File: src/hdl/lfpr_pkg.sv
// shared types, codes and the crc-16 byte update for the framed packet receiver
`default_nettype none
package lfpr_pkg;

	// parse phases
	localparam logic [2:0] PH_HUNT = 3'd0;
	localparam logic [2:0] PH_LEN  = 3'd1;
	localparam logic [2:0] PH_DATA = 3'd2;
	localparam logic [2:0] PH_CRCH = 3'd3;
	localparam logic [2:0] PH_CRCL = 3'd4;
	localparam logic [2:0] PH_END  = 3'd5;

	// framing bytes and crc polynomial
	localparam logic [7:0]  START_BYTE = 8'h02;
	localparam logic [7:0]  END_BYTE   = 8'h03;
	localparam logic [15:0] CRC_POLY   = 16'h1021;

	// result kinds
	localparam logic KIND_PAYLOAD = 1'b0;
	localparam logic KIND_VERDICT = 1'b1;

	// verdict codes
	localparam logic [1:0] VERDICT_GOOD    = 2'd0;
	localparam logic [1:0] VERDICT_BAD_CRC = 2'd1;
	localparam logic [1:0] VERDICT_BAD_END = 2'd2;

	// one result word plus its valid flag
	typedef struct packed {
		logic       valid;
		logic       kind;
		logic [7:0] payload_byte;
		logic [1:0] verdict;
		logic [7:0] frame_length;
		logic       is_last;
	} result_t;

	// crc-16, msb first, one byte per call
	function automatic logic [15:0] crc16_byte(input logic [15:0] crc, input logic [7:0] b);
		logic [15:0] c;
		c = crc ^ {b, 8'h00};
		for (int i = 0; i < 8; i++) begin
			if (c[15]) begin
				c = {c[14:0], 1'b0} ^ CRC_POLY;
			end else begin
				c = {c[14:0], 1'b0};
			end
		end
		return c;
	endfunction

endpackage
`default_nettype wire

File: src/hdl/lfpr_parser.sv
// frame parser: phase, counts and running crc, one byte per step
`default_nettype none
module lfpr_parser (
	input  wire                clk,
	input  wire                arst_n,
	input  wire                step,      // consume rx_byte this cycle
	input  wire [7:0]          rx_byte,
	output lfpr_pkg::result_t  res        // result caused by rx_byte, if any
);
	import lfpr_pkg::*;

	logic [2:0]  phase_q, phase_d;
	logic [7:0]  bytes_left_q, bytes_left_d;
	logic [7:0]  frame_len_q, frame_len_d;
	logic [15:0] running_crc_q, running_crc_d;
	logic [15:0] received_crc_q, received_crc_d;
	logic [7:0]  left_dec;

	assign left_dec = bytes_left_q - 8'd1;

	// next state and result for the byte at hand
	always_comb begin
		phase_d        = phase_q;
		bytes_left_d   = bytes_left_q;
		frame_len_d    = frame_len_q;
		running_crc_d  = running_crc_q;
		received_crc_d = received_crc_q;
		res            = '0;
		unique case (phase_q)
			PH_LEN: begin
				frame_len_d   = rx_byte;
				bytes_left_d  = rx_byte;
				running_crc_d = '0;
				phase_d       = (rx_byte == 8'd0) ? PH_CRCH : PH_DATA;
			end
			PH_DATA: begin
				running_crc_d    = crc16_byte(running_crc_q, rx_byte);
				bytes_left_d     = left_dec;
				if (left_dec == 8'd0) begin
					phase_d = PH_CRCH;
				end
				res.valid        = 1'b1;
				res.kind         = KIND_PAYLOAD;
				res.payload_byte = rx_byte;
			end
			PH_CRCH: begin
				received_crc_d = {rx_byte, 8'h00};
				phase_d        = PH_CRCL;
			end
			PH_CRCL: begin
				received_crc_d = {received_crc_q[15:8], rx_byte};
				phase_d        = PH_END;
			end
			PH_END: begin
				res.valid        = 1'b1;
				res.kind         = KIND_VERDICT;
				res.frame_length = frame_len_q;
				res.is_last      = 1'b1;
				priority if (rx_byte != END_BYTE) begin
					res.verdict = VERDICT_BAD_END;
				end else if (running_crc_q != received_crc_q) begin
					res.verdict = VERDICT_BAD_CRC;
				end else begin
					res.verdict = VERDICT_GOOD;
				end
				phase_d = PH_HUNT;
			end
			default: begin
				// hunting, also covers the unused phase codes
				phase_d = PH_HUNT;
				if (rx_byte == START_BYTE) begin
					phase_d       = PH_LEN;
					running_crc_d = '0;
					bytes_left_d  = '0;
				end
			end
		endcase
	end

	// parser state
	always_ff @(posedge clk or negedge arst_n) begin
		if (!arst_n) begin
			phase_q        <= PH_HUNT;
			bytes_left_q   <= '0;
			frame_len_q    <= '0;
			running_crc_q  <= '0;
			received_crc_q <= '0;
		end else if (step) begin
			phase_q        <= phase_d;
			bytes_left_q   <= bytes_left_d;
			frame_len_q    <= frame_len_d;
			running_crc_q  <= running_crc_d;
			received_crc_q <= received_crc_d;
		end
	end

endmodule
`default_nettype wire

File: src/hdl/lfpr_out_reg.sv
// result register driving the master-side stream
`default_nettype none
module lfpr_out_reg (
	input  wire                clk,
	input  wire                arst_n,
	input  wire                load,     // take res this cycle
	input  wire lfpr_pkg::result_t res,
	output logic               free,     // can take a word this cycle
	output logic               m_axis_tvalid,
	input  wire                m_axis_tready,
	output logic [23:0]        m_axis_tdata,  // payload_byte, verdict, frame_length, zero pad
	output logic               m_axis_tuser,  // kind
	output logic               m_axis_tlast   // is_last
);
	import lfpr_pkg::*;

	logic       valid_q;
	logic       kind_q;
	logic [7:0] payload_byte_q;
	logic [1:0] verdict_q;
	logic [7:0] frame_length_q;
	logic       is_last_q;

	assign free = !valid_q || m_axis_tready;

	// valid flag
	always_ff @(posedge clk or negedge arst_n) begin
		if (!arst_n) begin
			valid_q <= 1'b0;
		end else if (free) begin
			valid_q <= load;
		end
	end

	// payload word
	always_ff @(posedge clk) begin
		if (load) begin
			kind_q         <= res.kind;
			payload_byte_q <= res.payload_byte;
			verdict_q      <= res.verdict;
			frame_length_q <= res.frame_length;
			is_last_q      <= res.is_last;
		end
	end

	assign m_axis_tvalid = valid_q;
	assign m_axis_tdata  = {6'd0, frame_length_q, verdict_q, payload_byte_q};
	assign m_axis_tuser  = kind_q;
	assign m_axis_tlast  = is_last_q;

endmodule
`default_nettype wire

File: src/hdl/length_framed_packet_receiver_crc16.sv
// top level of the length-framed packet receiver with crc-16 check
`default_nettype none
// Receives one serial byte per word and parses frames of start byte 2, length L,
// L payload bytes, crc high, crc low, end byte 3. Each payload byte comes out as a
// word with tuser 0; the end byte yields one verdict word with tuser 1 and tlast 1
// (verdict 0 good, 1 crc mismatch, 2 bad end byte) carrying the frame length. Bytes
// outside a frame other than 2 are dropped silently. One byte is taken every cycle
// unless output backpressure stalls it; a byte passes an input register, the parser
// (phase, counters and a byte-wide crc-16 update, poly 0x1021, init 0) and a result
// register, which offers its word. Output backpressure stalls input only when a
// result is due and the result register is full and not being read in that cycle.
module length_framed_packet_receiver_crc16 (
	input  wire         clk,
	input  wire         arst_n,
	input  wire         s_axis_tvalid,
	output logic        s_axis_tready,
	input  wire  [7:0]  s_axis_tdata,   // rx_byte
	output logic        m_axis_tvalid,
	input  wire         m_axis_tready,
	output logic [23:0] m_axis_tdata,   // payload_byte, verdict, frame_length, zero pad
	output logic        m_axis_tuser,   // kind
	output logic        m_axis_tlast    // is_last
);
	import lfpr_pkg::*;

	logic       valid_s1;
	logic [7:0] byte_s1;
	logic       step;
	logic       out_free;
	result_t    res;

	// a held byte moves on when it makes no word or the result register has room
	assign step          = valid_s1 && (out_free || !res.valid);
	assign s_axis_tready = !valid_s1 || step;

	// input register
	always_ff @(posedge clk or negedge arst_n) begin
		if (!arst_n) begin
			valid_s1 <= 1'b0;
		end else if (s_axis_tready) begin
			valid_s1 <= s_axis_tvalid;
		end
	end

	always_ff @(posedge clk) begin
		if (s_axis_tready && s_axis_tvalid) begin
			byte_s1 <= s_axis_tdata;
		end
	end

	lfpr_parser u_parser (
		.clk     (clk),
		.arst_n  (arst_n),
		.step    (step),
		.rx_byte (byte_s1),
		.res     (res)
	);

	lfpr_out_reg u_out (
		.clk           (clk),
		.arst_n        (arst_n),
		.load          (step && res.valid),
		.res           (res),
		.free          (out_free),
		.m_axis_tvalid (m_axis_tvalid),
		.m_axis_tready (m_axis_tready),
		.m_axis_tdata  (m_axis_tdata),
		.m_axis_tuser  (m_axis_tuser),
		.m_axis_tlast  (m_axis_tlast)
	);

endmodule
`default_nettype wire

File: config.mk
export PLATFORM = sky130hd
export DESIGN_NAME = length_framed_packet_receiver_crc16
export DESIGN_NICKNAME = d
export VERILOG_FILES = /design/src/hdl/lfpr_pkg.sv /design/src/hdl/lfpr_parser.sv /design/src/hdl/lfpr_out_reg.sv /design/src/hdl/length_framed_packet_receiver_crc16.sv
export SDC_FILE = /design/constraint.sdc
export NUM_CORES = 1
export LEC_CHECK = 0
export ABC_AREA = 0
export BUFFER_PORTS_ARGS = -buffer_cell sky130_fd_sc_hd__buf_4
export CAP_MARGIN = 10
export CORE_UTILIZATION = 40
export CTS_CLUSTER_SIZE = 20
export DETAILED_ROUTE_END_ITERATION = 12
export PLACE_DENSITY = 0.65
export SLEW_MARGIN = 15
export SYNTH_ARGS = -nofsm -noshare
export SYNTH_HDL_FRONTEND = slang
export SYNTH_HIERARCHICAL = 1
export SYNTH_SLANG_ARGS = --single-unit
export TNS_END_PERCENT = 20
File: constraint.sdc
create_clock -name clk -period 2.68 [get_ports clk]
set_input_delay 0.134 -clock clk [delete_from_list [all_inputs] [get_ports clk]]
set_output_delay 0.134 -clock clk [all_outputs]
set_load 0.02 [all_outputs]
==> results.yml <==
power:
  power_frac_comb: 0.417
  vdd.ir_drop.worst_mv: 0.528
  seq_power_share: 0.413
  p_sw_uw: 1960
  clock_power_frac: 0.170
  total_power_density_per_cell_area_nw_per_um2: 1090
  intPower_uw: 3040
  sw_frac_of_total: 0.392
  p_leak_uw: 0.00191
synth:
  synth.most_common_cell: "sky130_fd_sc_hd__dfrtp_1"
  number_of_standard_cells_after_synthesis: 349
  yosys-top-cells-count: "sky130_fd_sc_hd__dfrtp_1 (53), sky130_fd_sc_hd__nand2_1 (46), sky130_fd_sc_hd__xnor2_1 (32), sky130_fd_sc_hd__edfxtp_1 (28)"
  synth_enable_flop_cells: 28
  synthDominantAreaCellType: "sky130_fd_sc_hd__dfrtp_1"
  syn_area_per_cell_um2: 11.2
  post_synthesis_async_set_or_reset_flop_share: 0.654
  postSynthRegisterBits: 81
  netlist_top_cells_area: "sky130_fd_sc_hd__dfrtp_1 (34%), sky130_fd_sc_hd__edfxtp_1 (21%), sky130_fd_sc_hd__xnor2_1 (7.2%)"
  synth.distinct_cells: 50
  synth.yosys.warnings: 6
  ys_seq_area_frac: 0.553
  synth_flop_cell: "sky130_fd_sc_hd__dfrtp_1"
  synth_largest_type_area_fraction: 0.339
  syn_area_um2: 3920
clock_tree:
  clock_tree_from_tritoncts: "done"
  cts.sinks: 81
  cts.path.max_buffers: 2
  clk-insertion-delay-late_ns: 0.36
  htree_levels: 3
  numCtsBuffers: 9
  cts.reportedPaths.clkPinSlew_ns: 0.08
  clock-root-buffer: "sky130_fd_sc_hd__clkbuf_8"
worst_setup_path:
  arrival_ns: 2.59
  critical-path-top-delay-family: "simple AND/OR/NAND/NOR gates"
  cp_data_required_time_ns: 2.87
  critical_path.cell_chain: "nor2b_2, nand2_1, nand2_1, a21boi_0, buf_4, nand2_1, nor2_1, o21ai_0"
  setup.worst_path.start: "u_parser/phase_q[0]"
  critical_path_buf_inv_count: 1
  timing.critical_path.fanout_max: 16
  start_kind: "flip-flop"
  crit_path_frequent_cell: "sky130_fd_sc_hd__nand2_1"
  end_kind: "flip-flop"
  slowest_delay_ns: 0.58
  timing.rr.start: "u_parser/phase_q[0]"
  timing.critical_path.slowest_stage_cell: "sky130_fd_sc_hd__nor2_1"
  worst-setup-path-type: "reg -> reg"
place:
  detailedPlace.worstSlack_ns: 0.183
  final_weighted_congestion_of_routability_driven_global_placement: 0.844
  place_inst: 498
  placedInstanceArea_um2: 4280
  io_buffers: 33
  post_detailed_placement_half_perimeter_wirelength_mm: 5.28
drt:
  drt-vias-per-instance: 5.06
  drt.antenna.violating_nets: 0
  via_count: 2653
  avgRoutedWirePerCell_um: 15.6
  detail_route.first_pass.iterations: 7
  drc_errors: 0
  wl_mm: 8.18
  drt_first_iter_violations: 188
grt:
  globalRouteOverflowTotal: 0
  grt_use_met1: 0.246
  global_route.usage.met3: 0.0541
  antenna_violations_before_repair: 0
  grt_pass1_wl_mm: 13.3
  grt_max_degree: 54
  global_route.peak_usage_layer: "met2"
  first_global_vias: 2587
  met2_usage: 0.264
  grt.total_usage: 0.176
cells_and_area:
  growth_of_design_area_from_synthesis_to_finish_pct: 16.9
  nNetsFinal: 404
  stdcell_count: 524
  nFillCells: 857
  share_of_cells_above_drive_strength_1: 0.228
  antennaDiodeCount: 0
  stdcell_area_um2: 4580
floorplan:
  rows: 35
  die_width_um: 101
  core_um2: 9370
  chipHeight_um: 101
  die_area_um2: 10200
  initial_core_util: 0.418
  top_level_ports: 40
timing:
  maximum_clock_frequency_ghz: 0.417
  final_critical_path_setup_slack_ns: 0.283
  timing_worst_slew_pin_value_ns: 0.758
  finalWorstPathRequiredPeriod_ns: 2.40
  setup_total_negative_slack_ns: 0
  timing.final.hold_violations: 0
  setup_viol: 0
  grt_setup_unrepaired: "no"
  timing.final.crit_share: 0.894
  maxSlewViolCount: 0
  worst_clock_skew_ns: 0.00913
  slew_headroom: 0.492
outcome:
  outcome: "finished clean"
hold_path:
  hold_path_startpoint: "m_axis_tready"
  holdCritPathClass: "in -> reg"
flow_run:
  max_cap_violations: 0
registers in the layout (all words and copies together), names as in the netlist:
register and flops:
u_parser/received_crc_q 16, u_out/frame_length_q 8, u_out/m_axis_tuser 1, u_out/verdict_q 2, u_out/m_axis_tlast 1, u_parser/phase_q 3, u_out/payload_byte_q 8, valid_s1 1
u_out/m_axis_tvalid 1, u_parser/running_crc_q 16, u_parser/frame_len_q 8, byte_s1 8, u_parser/bytes_left_q 8
power by group through the flow:
| stage | logic [µW] | clock network, µW | registers (µW) |
|---|---|---|---|
| finish | 2080 | 849 | 2060 |
| global route | 2290 | 925 | 2120 |
| CTS | 2090 | 871 | 2060 |
| detailed placement | 2070 | 0 | 2080 |
| global placement | 2030 | 0 | 2070 |
| floorplan | 1500 | 0 | 2090 |
worst paths after layout:
| kind | endpoint | slack (ns) | depth (start not counted) |
|---|---|---|---|
| worst max-delay path | u_parser/received_crc_q[0] | 0.28 | 8 |
| worst min-delay path | u_out/m_axis_tvalid | 0.06 | 3 |
| worst max register to register | u_parser/received_crc_q[0] | 0.28 | 8 |
| worst min register to register | u_parser/frame_len_q[5] | 0.51 | 1 |
| max in group asynchronous | u_parser/received_crc_q[11] | 1.85 | 2 |
| min in group asynchronous | u_parser/running_crc_q[13] | 0.36 | 2 |
cell usage in the layout (no fill, tap or decap), types with 10 or more instances in the layout:
cell type and n:
sky130_fd_sc_hd__o31ai_1 15, sky130_fd_sc_hd__edfxtp_1 28, sky130_fd_sc_hd__dlygate4sd3_1 10, sky130_fd_sc_hd__nand2_1 46, sky130_fd_sc_hd__dfrtp_1 53, sky130_fd_sc_hd__buf_4 46
sky130_fd_sc_hd__mux2_2 16, sky130_fd_sc_hd__xnor2_1 32, sky130_fd_sc_hd__xor2_1 10, sky130_fd_sc_hd__o21ai_0 16, sky130_fd_sc_hd__and2_1 11
cell type report:
cell class / instances / area (µm²) / area share
inverter: 9 / 33.8 / 0.00738
sequential: 81 / 2170 / 0.473
tap: 129 / 161 / 0.0353
multi-input combinational: 233 / 1580 / 0.345
clock buffer: 10 / 149 / 0.0325
timing repair buffer: 56 / 445 / 0.0973
clock inverter: 6 / 41.3 / 0.00902
stage by stage:
step / util / hold WS (ns) / power, µW
after global placement: 0.457 / 0.224 / 4100
final: 0.488 / 0.0642 / 4990
after CTS: 0.488 / 0.0540 / 5020
after global routing: 0.488 / 0.0500 / 5340
after detailed placement: 0.457 / 0.219 / 4150
after floorplan: - / -0.162 / 3590
tightest hold or removal path: stages:
cell                       delay, ns
sky130_fd_sc_hd__buf_4          0.07
sky130_fd_sc_hd__nand2b_4       0.13
sky130_fd_sc_hd__nand2b_2       0.05
metal layers:
metal,vias to the layer above,share of wire
met4,0,0.010
met2,83,0.45
li1,1285,-
met1,1278,0.48
met5,-,0
met3,7,0.055
cell families (layout without fill, tap and decap cells):
family,count (synthesis),after routing,share of synthesized area
compound gates,58,58,0.0987
xor+xnor,42,42,0.0939
fa+ha+maj,2,2,0.00639
buf+inv,40,81,0.0505
flops,81,81,0.553
mux,16,16,0.0460
other cells,1,6,0.000958
simple gates,109,109,0.150
timing repair:
item                       in CTS  in global routing
setup endpoints to repair       0                 29
hold endpoints to repair       62                  0
gates resized for setup         0                  1
hold buffers                   10                  0
buffers inserted                0                  0
Note: power is estimated with default switching activity, not from simulation.
